<file path="config.mk">
export PLATFORM = sky130hd
export DESIGN_NAME = bsp_ctrl
export DESIGN_NICKNAME = d
export VERILOG_FILES = /design/src/bsp_pkg.sv /design/src/bsp_ctrl.sv
export SDC_FILE = /design/constraint.sdc
export NUM_CORES = 1
export LEC_CHECK = 0
export ABC_AREA = 1
export BUFFER_PORTS_ARGS = -buffer_cell sky130_fd_sc_hd__buf_2
export CAP_MARGIN = 20
export CORE_AREA = 2 2 39 41
export CTS_BUF_LIST = sky130_fd_sc_hd__clkbuf_8
export DETAILED_ROUTE_END_ITERATION = 10
export DIE_AREA = 0 0 41 43
export PLACE_DENSITY = 0.88
export SYNTH_ARGS = -nofsm -noshare
export SYNTH_HDL_FRONTEND = slang
export SYNTH_SLANG_ARGS = --single-unit
</file>
<file path="constraint.sdc">
create_clock -name i_clk -period 3.2 [get_ports i_clk]
set_input_delay 0 -clock i_clk [delete_from_list [all_inputs] [get_ports i_clk]]
set_output_delay 0 -clock i_clk [all_outputs]
set_load 0.02 [all_outputs]
</file>
<file path="src/bsp_pkg.sv">
// Shared types and constants for the breadth-first shortest-path engine.
// No dependencies; the top level, controller and datapath import this package.
package bsp_pkg;

    localparam int unsigned VTX_W = 6;

    typedef enum logic [1:0] {
        ACT_ADD   = 2'd0,
        ACT_QUERY = 2'd1,
        ACT_CLEAR = 2'd2,
        ACT_NONE  = 2'd3
    } t_action;

    typedef enum logic [2:0] {
        ST_PATH    = 3'd0,
        ST_NOPATH  = 3'd1,
        ST_INVALID = 3'd2,
        ST_ADDED   = 3'd3,
        ST_FULL    = 3'd4,
        ST_CLEARED = 3'd5
    } t_status;

    typedef enum logic [3:0] {
        S_IDLE, S_DEC, S_ADD_A, S_ADD_BRD, S_ADD_B, S_EMIT,
        S_DEQ, S_DEQW, S_HEAD, S_EDGE,
        S_PSTART, S_PWALK, S_POP, S_POUT
    } t_state;

    // controller -> datapath
    typedef struct packed {
        logic    latch_in;
        logic    do_clear;
        logic    rd_head_a;
        logic    rd_head_b;
        logic    push_a;
        logic    push_b;
        logic    srch_init;
        logic    deq_rd;
        logic    deq_take;
        logic    head_take;
        logic    edge_step;
        logic    path_start;
        logic    path_walk;
        logic    pop_rd;
        logic    out_path;
        logic    out_single;
        logic    set_code;
        t_status code;
    } t_cmd;

    // datapath -> controller
    typedef struct packed {
        t_action act;
        logic    bad_vtx;
        logic    pool_full;
        logic    cache_hit;
        logic    q_empty;
        logic    link_zero;
        logic    next_zero;
        logic    tgt_unreached;
        logic    at_src;
        logic    stack_empty;
        logic    out_free;
    } t_sts;

endpackage

</file>
<file path="src/bsp_ctrl.sv">
// Sequencing state machine for the shortest-path engine.
// Depends on bsp_pkg; drives bsp_dp through t_cmd and reads t_sts.
module bsp_ctrl (
    input  logic          i_clk,
    input  logic          i_rst_n,
    input  logic          i_valid,
    output logic          o_ready,
    input  bsp_pkg::t_sts i_sts,
    output bsp_pkg::t_cmd o_cmd
);
    import bsp_pkg::*;

    t_state r_state, n_state;

    always_ff @(posedge i_clk) begin
        if (!i_rst_n) begin
            r_state <= S_IDLE;
        end else begin
            r_state <= n_state;
        end
    end

    always_comb begin
        n_state = r_state;
        case (r_state)
            S_IDLE:    if (i_valid) n_state = S_DEC;
            S_DEC: begin
                case (i_sts.act)
                    ACT_CLEAR: n_state = S_EMIT;
                    ACT_NONE:  n_state = S_IDLE;
                    ACT_ADD: begin
                        if (i_sts.bad_vtx || i_sts.pool_full) n_state = S_EMIT;
                        else n_state = S_ADD_A;
                    end
                    default: begin
                        if (i_sts.bad_vtx) n_state = S_EMIT;
                        else if (i_sts.cache_hit) n_state = S_PSTART;
                        else n_state = S_DEQ;
                    end
                endcase
            end
            S_ADD_A:   n_state = S_ADD_BRD;
            S_ADD_BRD: n_state = S_ADD_B;
            S_ADD_B:   n_state = S_EMIT;
            S_EMIT:    if (i_sts.out_free) n_state = S_IDLE;
            S_DEQ:     n_state = i_sts.q_empty ? S_PSTART : S_DEQW;
            S_DEQW:    n_state = S_HEAD;
            S_HEAD:    n_state = i_sts.link_zero ? S_DEQ : S_EDGE;
            S_EDGE:    if (i_sts.next_zero) n_state = S_DEQ;
            S_PSTART:  n_state = i_sts.tgt_unreached ? S_EMIT : S_PWALK;
            S_PWALK:   if (i_sts.at_src) n_state = S_POP;
            S_POP:     n_state = S_POUT;
            S_POUT: begin
                if (i_sts.out_free) n_state = i_sts.stack_empty ? S_IDLE : S_POP;
            end
            default:   n_state = S_IDLE;
        endcase
    end

    always_comb begin
        o_cmd   = '0;
        o_ready = 1'b0;
        case (r_state)
            S_IDLE: begin
                o_ready        = 1'b1;
                o_cmd.latch_in = 1'b1;
            end
            S_DEC: begin
                o_cmd.rd_head_a = 1'b1;
                if (i_sts.act == ACT_CLEAR) begin
                    o_cmd.do_clear = 1'b1;
                    o_cmd.set_code = 1'b1;
                    o_cmd.code     = ST_CLEARED;
                end else if (i_sts.act != ACT_NONE && i_sts.bad_vtx) begin
                    o_cmd.set_code = 1'b1;
                    o_cmd.code     = ST_INVALID;
                end else if (i_sts.act == ACT_ADD && i_sts.pool_full) begin
                    o_cmd.set_code = 1'b1;
                    o_cmd.code     = ST_FULL;
                end else if (i_sts.act == ACT_QUERY && !i_sts.cache_hit) begin
                    o_cmd.srch_init = 1'b1;
                end
            end
            S_ADD_A:   o_cmd.push_a = 1'b1;
            S_ADD_BRD: o_cmd.rd_head_b = 1'b1;
            S_ADD_B: begin
                o_cmd.push_b   = 1'b1;
                o_cmd.set_code = 1'b1;
                o_cmd.code     = ST_ADDED;
            end
            S_EMIT:    o_cmd.out_single = i_sts.out_free;
            S_DEQ:     o_cmd.deq_rd = !i_sts.q_empty;
            S_DEQW:    o_cmd.deq_take = 1'b1;
            S_HEAD:    o_cmd.head_take = 1'b1;
            S_EDGE:    o_cmd.edge_step = 1'b1;
            S_PSTART: begin
                o_cmd.path_start = 1'b1;
                if (i_sts.tgt_unreached) begin
                    o_cmd.set_code = 1'b1;
                    o_cmd.code     = ST_NOPATH;
                end
            end
            S_PWALK:   o_cmd.path_walk = 1'b1;
            S_POP:     o_cmd.pop_rd = 1'b1;
            S_POUT:    o_cmd.out_path = i_sts.out_free;
            default:   o_cmd = '0;
        endcase
    end

    property p_pout_load;
        @(posedge i_clk) disable iff (!i_rst_n)
            (r_state == S_POUT && i_sts.out_free) |-> o_cmd.out_path;
    endproperty
    a_pout_load: assert property (p_pout_load)
        else $error("path result not loaded while output free");

    property p_accept_decodes;
        @(posedge i_clk) disable iff (!i_rst_n) (i_valid && o_ready) |=> (r_state == S_DEC);
    endproperty
    a_accept_decodes: assert property (p_accept_decodes)
        else $error("accepted request did not enter decode");

    property p_edge_exit;
        @(posedge i_clk) disable iff (!i_rst_n)
            (r_state == S_EDGE && i_sts.next_zero) |=> (r_state == S_DEQ);
    endproperty
    a_edge_exit: assert property (p_edge_exit)
        else $error("edge walk did not return to dequeue at list end");

    property p_walk_pop;
        @(posedge i_clk) disable iff (!i_rst_n)
            (r_state == S_PWALK && i_sts.at_src) |=> (r_state == S_POP);
    endproperty
    a_walk_pop: assert property (p_walk_pop)
        else $error("parent walk did not stop at source");
endmodule

</file>
==> impl_metrics.json, run 1 <==
{
  "cp-end-kind": "output pin",
  "ff2ff_path_depth": 8,
  "peakVddDrop_uv": 304,
  "tns_ns": 0,
  "io_pins": 36,
  "critical_path_peak_fanout": 6,
  "cp_slowest_stage_delay_ns": 0.36,
  "ys_ff_latch": 4,
  "p_per_area_nw_per_um2": 405,
  "ys_warn_count": 0,
  "vias": 882,
  "route.detailed.drc": 0,
  "timing.final.crit_share_pct": 46.5,
  "r2r_start": "r_state[3]$_SDFFE_PN0P_",
  "htree_levels": 1,
  "cts_max_path_buffers": 2,
  "crit_chain": "nor2_1 -> nand2_1 -> nand2_1 -> inv_1 -> o21ai_0 -> buf_2",
  "holdBufCountCts": 0,
  "crit_type": "register to output pin",
  "met3_usage_pct": 4.71,
  "min_path_type": "input pin to register",
  "grt_util_met1_pct": 26.5,
  "slew_violations": 0,
  "yosysTopAreaCellShare_pct": 16.1,
  "maxCapViolCount": 0,
  "multi_input_area_sq_um": 420,
  "synth_cells": 119,
  "largest_reg_flops": 4,
  "cts_tree": "built",
  "largest-register": "r_state",
  "io_buffers": 35,
  "tightest_slew_ns": 0.349,
  "viasPerCell": 5.13,
  "clock_skew_ns": 0.00107,
  "routed_wl_um": 1750,
  "gp_routability_congestion": 0.890,
  "dr.pass1.iters": 4,
  "synth.distinct_cells": 23,
  "critPathSlowestCell": "dfxtp_1",
  "die_x_um": 41,
  "arrival_ns": 1.49,
  "synth.avg_cell_area_sq_um": 5.09,
  "antenna_found_initial": 0,
  "cts_resized": 0,
  "critPathTopFamily": "simple AND/OR/NAND/NOR gates",
  "r2r_end": "r_state[1]$_SDFFE_PN0P_",
  "period_needed_ns": 1.49,
  "final_layout_size_suffix_gt1_share_pct": 31.4,
  "cts-root-buf": "clkbuf_8",
  "die_area_sq_um": 1760,
  "cellLeakagePower_nw": 0.550,
  "path_clk_slew_ns": 0.03,
  "syn_to_final_growth_pct": 37.8,
  "met2_usage_pct": 32.8,
  "final_core_util_pct": 60.3,
  "hpwlAfterDp_um": 1440,
  "ff_latch_area_sq_um": 80.1,
  "max_slew_margin_pct": 76.6,
  "top_regs": "r_state x4",
  "antenna_left": 0,
  "synth_nets": 134,
  "required_ns": 3.20,
  "grt_max_degree": 9,
  "crit_buf_inv": 2,
  "drtIter0Drc": 30,
  "reg2reg_slack_ns": 1.82,
  "synth_area_leader_cell": "nand2_1",
  "syn-cell-area_sq_um": 606,
  "startpoint_type": "register",
  "cts_buffers": 3,
  "min_path_cells": 3,
  "grt_pass1_vias": 667,
  "synth_area_leaders": "nand2_1, inv_1, nor2_1, dfxtp_1, nand3_1",
  "rsz0062_at_grt": "false",
  "fp.dieH_um": 43,
  "grt.overflow.total": 0,
  "grt_use_total_pct": 20.6,
  "crit_top_cell": "nand2_1",
  "fmax_mhz": 672,
  "min-delay-start": "i_rst_n",
  "setup_viol_count_final": 0,
  "fill_cells": 148,
  "clk_latency_ns": 0.21,
  "status": "finished clean",
  "fp.coreArea_sq_um": 1380,
  "start_util_pct": 43.8,
  "hold_viol_final": 0,
  "core.rowCount": 14,
  "fin_nets": 173,
  "grt_pass1_wl_um": 2540,
  "wire_per_inst_um": 10.2,
  "post_cts_buffers": 0,
  "hold_end": "r_state[3]$_SDFFE_PN0P_",
  "clock-sinks": 4,
  "seq_area_frac_synth_pct": 13.2,
  "busiest_layer": "met2",
  "num_antenna_cells": 0
}
placed cells by master, fill, tap and decap left out, types with 2 or more instances in the layout:
cell and n:
clkbuf_8 3, nor2_4 2, o21ai_0 5, dfxtp_1 4
a21oi_1 5, inv_1 22, buf_2 35, nor2_1 22
inv_2 4, nand3_1 14, nor3_1 2, nand2_1 26
power by group:
part	switching (W)	internal (W)
clock	0.0000234	0.0000799
sequential	0.00000935	0.0000560
combinational	0.000115	0.0000547
total	0.000148	0.000191
synthesized netlist by cell type:
cell type and instances:
inv_1 22, a21boi_0 1, or2_2 1, nand2_4 1, nand2_2 1, o211ai_1 1
nor2_4 2, nand4_1 1, nand2_1 26, o31ai_1 1, nor3_1 2, nand3_2 1
inv_2 4, o21ai_1 1, dfxtp_1 4, nor2_1 22, nand3b_1 1, buf_4 1
nor4_1 1, o21ai_0 5, nor2_2 1, nand3_1 14, a21oi_1 5
worst max-delay path by stage:
stage	slack (ns)	end	start	depth (start not counted)
after floorplan	1.81	r_state[2]$_SDFFE_PN0P_	r_state[1]$_SDFFE_PN0P_	7
after global placement	1.87	r_state[1]$_SDFFE_PN0P_	r_state[0]$_SDFFE_PN0P_	6
after detailed placement	1.84	r_state[1]$_SDFFE_PN0P_	r_state[0]$_SDFFE_PN0P_	6
after CTS	1.71	o_cmd[0]	r_state[0]$_SDFFE_PN0P_	6
after global routing	1.57	o_cmd[0]	r_state[0]$_SDFFE_PN0P_	6
final	1.71	o_cmd[0]	r_state[0]$_SDFFE_PN0P_	6
per-layer routing:
metal	share of wire (%)	vias up
li1	-	448
met1	43	388
met2	48	44
met3	7.8	2
met4	0.51	0
met5	0	-
tightest hold or removal path: stages:
cell	delay (ns)
buf_2	0.07
inv_1	0.07
a21oi_1	0.11
layout make-up:
class | count | share of cell area, %
clock buffer | 3 | 4.95
tap | 16 | 2.40
sequential | 4 | 9.60
multi-input combinational | 88 | 50.4
timing repair buffer | 35 | 21.0
inverter | 26 | 11.7
through the flow:
step | cell area, sq um | power [W] | worst slack, ns | hold WS (ns) | std cells
2_1_floorplan | 606 | 0.000189 | 1.81 | 0.0887 | 119
3_3_place_gp | 793 | 0.000232 | 1.87 | 0.275 | 169
3_5_place_dp | 793 | 0.000234 | 1.84 | 0.280 | 169
4_1_cts | 835 | 0.000340 | 1.71 | 0.0625 | 172
5_1_grt | 835 | 0.000361 | 1.57 | 0.0986 | 172
6_report | 835 | 0.000338 | 1.71 | 0.0829 | 172
cell families (layout without fill, tap and decap cells):
family	count (synthesis)	count (layout)	share of synthesized area [%]
simple gates	74	74	56.6
buf+inv	27	64	17.4
compound gates	14	14	12.8
flops	4	4	13.2
(Power assumes the default switching activity.)
==> inputs of run 2 (changes only) <==
CORE_AREA = unset   (was 2 2 39 41)
CORE_MARGIN = 1   (was unset)
CORE_UTILIZATION = 40   (was unset)
DIE_AREA = unset   (was 0 0 41 43)
PLACE_DENSITY = 0.83   (was 0.88)
clock period = 1.2 ns   (was 3.2 ns; I/O delays follow)
==> impl_metrics.json, run 2 (same netlist as run 1, synthesis figures left out) <==
{
  "hold_viol_final": 0,
  "routed_wl_um": 3410,
  "cts_buffers": 3,
  "tightest_slew_ns": 0.306,
  "dr.pass1.iters": 4,
  "start_util_pct": 44.9,
  "io_buffers": 35,
  "cp-end-kind": "register",
  "vias": 1109,
  "maxCapViolCount": 0,
  "startpoint_type": "register",
  "fin_ws_ns": -0.240,
  "fmax_mhz": 694,
  "num_antenna_cells": 0,
  "cts_tree": "built",
  "rsz0062_at_grt": "true",
  "io_pins": 36,
  "cellLeakagePower_nw": 0.685,
  "route.detailed.drc": 0,
  "viasPerCell": 5.99,
  "syn_to_final_growth_pct": 108,
  "grt.overflow.total": 0,
  "drtIter0Drc": 59,
  "top_regs": "r_state x4",
  "clock-sinks": 4,
  "grt_use_total_pct": 30.6,
  "final_common_cell": "buf_2",
  "die_x_um": 40.9,
  "cts-root-buf": "clkbuf_8",
  "critical_path_peak_fanout": 8,
  "clock_skew_ns": 0.00252,
  "power_w": 0.00137,
  "peakVddDrop_uv": 846,
  "required_ns": 1.34,
  "cts_max_path_buffers": 2,
  "die_area_sq_um": 1670,
  "ff2ff_path_depth": 9,
  "wire_per_inst_um": 18.4,
  "gp_routability_congestion": 0.813,
  "tns_ns": -2.32,
  "grt_pass1_vias": 834,
  "violations": "setup timing",
  "status": "finished with violations",
  "timing.final.crit_share_pct": 120,
  "p_per_area_nw_per_um2": 1090,
  "antenna_found_initial": 0,
  "hpwlAfterDp_um": 1560,
  "min_path_type": "input pin to register",
  "setup_viol_count_final": 20,
  "period_needed_ns": 1.44,
  "path_clk_slew_ns": 0.04,
  "grt_max_degree": 9,
  "final_layout_size_suffix_gt1_share_pct": 62.9,
  "max_slew_margin_pct": 79.4,
  "fp.coreArea_sq_um": 1350,
  "core.rowCount": 13,
  "arrival_ns": 1.58,
  "clk_latency_ns": 0.22,
  "largest-register": "r_state",
  "crit_type": "register to register",
  "fin_nets": 187,
  "r2r_start": "r_state[3]$_SDFFE_PN0P_",
  "worstSetupStartpoint": "r_state[3]$_SDFFE_PN0P_",
  "htree_levels": 1,
  "fill_cells": 44,
  "final_cell_mix": "buf_2, inv_1, buf_6",
  "slew_violations": 0,
  "antenna_left": 0,
  "fp.dieH_um": 40.9,
  "min-delay-start": "i_sts[2]",
  "holdBufCountCts": 0,
  "grt_pass1_wl_um": 3460,
  "hold_ws_ns": 0.109,
  "min_path_cells": 4,
  "largest_reg_flops": 4
}
-- run 2: cell count changes in the layout (fill, tap and decap cells not counted), sizes merged --
cell | previous run | this run
buf | 35 | 49
-- run 2: layer usage --
| metal | vias up | global-route usage, % | part of all wire (%) |
|---|---|---|---|
| met5 | - | 0 | 0 |
| met4 | 0 | 7.50 | 6.2 |
| met3 | 25 | 0 | 7.5 |
| met2 | 89 | 61.3 | 48 |
| met1 | 517 | 34.8 | 38 |
| li1 | 478 | - | - |
-- run 2: where the power goes --
group          leakage, nW  total (W)  switching (W)  internal (W)
clock network       0.0216   0.000299      0.0000833      0.000215
logic                0.627   0.000880       0.000500      0.000381
registers           0.0355   0.000195      0.0000427      0.000152
-- run 2: final cells by class --
type                    count  area (sq um)  share of cell area (%)
multi-input cells          88           611                    48.5
repair buffers             49           387                    30.7
inverters                  26           108                    8.54
flip-flops and latches      4          95.1                    7.55
clock buffers               3          41.3                    3.28
well taps                  15          18.8                    1.49
-- run 2: what timing repair did --
item,in CTS,in global routing
endpoints found under the setup margin,19,23
resized for setup,30,60
setup buffers,3,1
pin swaps,3,16
-- run 2: final timing paths --
path	slack (ns)	end
max reg2reg	-0.24	r_state[2]$_SDFFE_PN0P_
min	0.11	r_state[1]$_SDFFE_PN0P_
max	-0.24	r_state[2]$_SDFFE_PN0P_
min reg2reg	0.64	r_state[2]$_SDFFE_PN0P_
-- run 2: worst max-delay path: stages, from the launching register on --
cell     delay [ns]
dfxtp_4        0.44
inv_2          0.08
nor2_4         0.19
nand3_2        0.10
nand2_2        0.08
buf_4          0.11
nor2_2         0.03
nand3_1        0.10
nand2_2        0.09
a21oi_2        0.16
-- run 2: metrics by stage --
step           std cells  setup WS (ns)  instance area, sq um  utilization (%)
2_1_floorplan        119        0.00504                   637                -
3_3_place_gp         178         -0.105                   898             66.5
3_5_place_dp         178         -0.137                   898             66.5
4_1_cts              184        -0.0885                  1050             78.1
5_1_grt              185         -0.359                  1260             93.3
6_report             185         -0.240                  1260             93.3
==> inputs of run 3 (changes only) <==
CORE_UTILIZATION = 44   (was 40)
PLACE_DENSITY = 0.86   (was 0.83)
clock period = 1.55 ns   (was 1.2 ns; I/O delays follow)
==> impl_metrics.json, run 3 (same netlist as run 1, synthesis figures left out) <==
{
  "arrival_ns": 1.44,
  "antenna_left": 0,
  "num_antenna_cells": 0,
  "cts_buffers": 3,
  "fin_area_sq_um": 845,
  "viasPerCell": 5.09,
  "gp_routability_congestion": 0.873,
  "post_dp_cell_area_sq_um": 792,
  "core.rowCount": 13,
  "fp.dieH_um": 39.1,
  "routed_wl_um": 1830,
  "cellLeakagePower_nw": 0.552,
  "tightest_slew_ns": 0.263,
  "die_area_sq_um": 1530,
  "clock_skew_ns": 0.000309,
  "maxCapViolCount": 0,
  "final_core_util_pct": 65.7,
  "route.detailed.drc": 0,
  "p_per_area_nw_per_um2": 853,
  "dr.pass1.iters": 4,
  "met2_usage_pct": 51.2,
  "largest-register": "r_state",
  "vias": 870,
  "crit_type": "register to output pin",
  "clock-sinks": 4,
  "cts-root-buf": "clkbuf_8",
  "setup_viol_count_final": 0,
  "htree_levels": 1,
  "fin_nets": 173,
  "antenna_found_initial": 0,
  "start_util_pct": 47.1,
  "wire_per_inst_um": 10.7,
  "final_cell_mix": "buf_2, nand2_1, inv_1",
  "final_layout_size_suffix_gt1_share_pct": 35.3,
  "rsz0062_at_grt": "false",
  "drtIter0Drc": 34,
  "holdBufCountCts": 0,
  "tns_ns": 0,
  "slew_violations": 0,
  "cp-end-kind": "output pin",
  "met3_usage_pct": 9.25,
  "fmax_mhz": 696,
  "hpwlAfterDp_um": 1470,
  "cts_tree": "built",
  "timing.final.crit_share_pct": 92.7,
  "grt_util_met1_pct": 28.8,
  "grt_pass1_vias": 752,
  "required_ns": 1.55,
  "final_common_cell": "buf_2",
  "max_slew_margin_pct": 82.4,
  "busiest_layer": "met2",
  "cts_max_path_buffers": 2,
  "path_clk_slew_ns": 0.03,
  "top_regs": "r_state x4",
  "hold_viol_final": 0,
  "syn_to_final_growth_pct": 39.5,
  "die_x_um": 39.1,
  "clk_latency_ns": 0.22,
  "critical_path_peak_fanout": 5,
  "grt_use_total_pct": 28.3,
  "grt_pass1_wl_um": 2950,
  "fp.coreArea_sq_um": 1280,
  "grt_max_degree": 9,
  "peakVddDrop_uv": 686,
  "post_cts_buffers": 0,
  "status": "finished clean",
  "grt.overflow.total": 0,
  "fill_cells": 125,
  "hold_ws_ns": 0.0625,
  "io_pins": 36,
  "startpoint_type": "register",
  "min_path_type": "input pin to register",
  "io_buffers": 35,
  "cts_resized": 0,
  "largest_reg_flops": 4,
  "period_needed_ns": 1.44
}
==> run 3: cell count changes in the layout (fill, tap and decap cells not counted), sizes merged <==
cell / previous run / this run
buf: 49 / 35
==> run 3: path summary, 6_finish.rpt <==
kind	start	to	slack, ns	depth (start not counted)
worst min register to register	r_state[3]$_SDFFE_PN0P_	r_state[3]$_SDFFE_PN0P_	0.55	2
worst min-delay path	i_rst_n	r_state[3]$_SDFFE_PN0P_	0.06	3
worst max-delay path	r_state[1]$_SDFFE_PN0P_	o_cmd[0]	0.11	7
worst max register to register	r_state[2]$_SDFFE_PN0P_	r_state[1]$_SDFFE_PN0P_	0.19	8
==> run 3: cell type report <==
type	count	area [sq um]	area share (%)
inverters	26	97.6	11.6
well taps	15	18.8	2.22
repair buffers	35	175	20.7
multi-input cells	88	428	50.7
flip-flops and latches	4	83.8	9.93
clock buffers	3	41.3	4.89
==> run 3: worst max-delay path, cell delays in order, from the launching register on <==
cell     delay (ns)
dfxtp_2        0.40
inv_1          0.09
nor2_1         0.23
nand3_1        0.11
nand2_1        0.10
inv_1          0.05
o21ai_0        0.06
buf_2          0.18
==> run 3: stage by stage <==
step	cells	worst slack (ns)	total power, W
floorplan	119	0.164	0.000390
global placement	168	0.209	0.000479
detailed placement	168	0.197	0.000483
CTS	171	0.0724	0.000706
global route	171	0.00596	0.000774
finish	171	0.112	0.000720
==> run 3: layer usage <==
layer / part of all wire [%] / up-vias
li1: - / 448
met1: 43 / 378
met2: 50 / 42
met3: 6.2 / 2
met4: 0.76 / 0
met5: 0 / -
==> run 3: report_power, final <==
part / switching [W] / internal, W / total [W]
sequential: 0.0000225 / 0.000117 / 0.000140
clock: 0.0000575 / 0.000166 / 0.000223
combinational: 0.000241 / 0.000116 / 0.000357
total: 0.000321 / 0.000399 / 0.000720
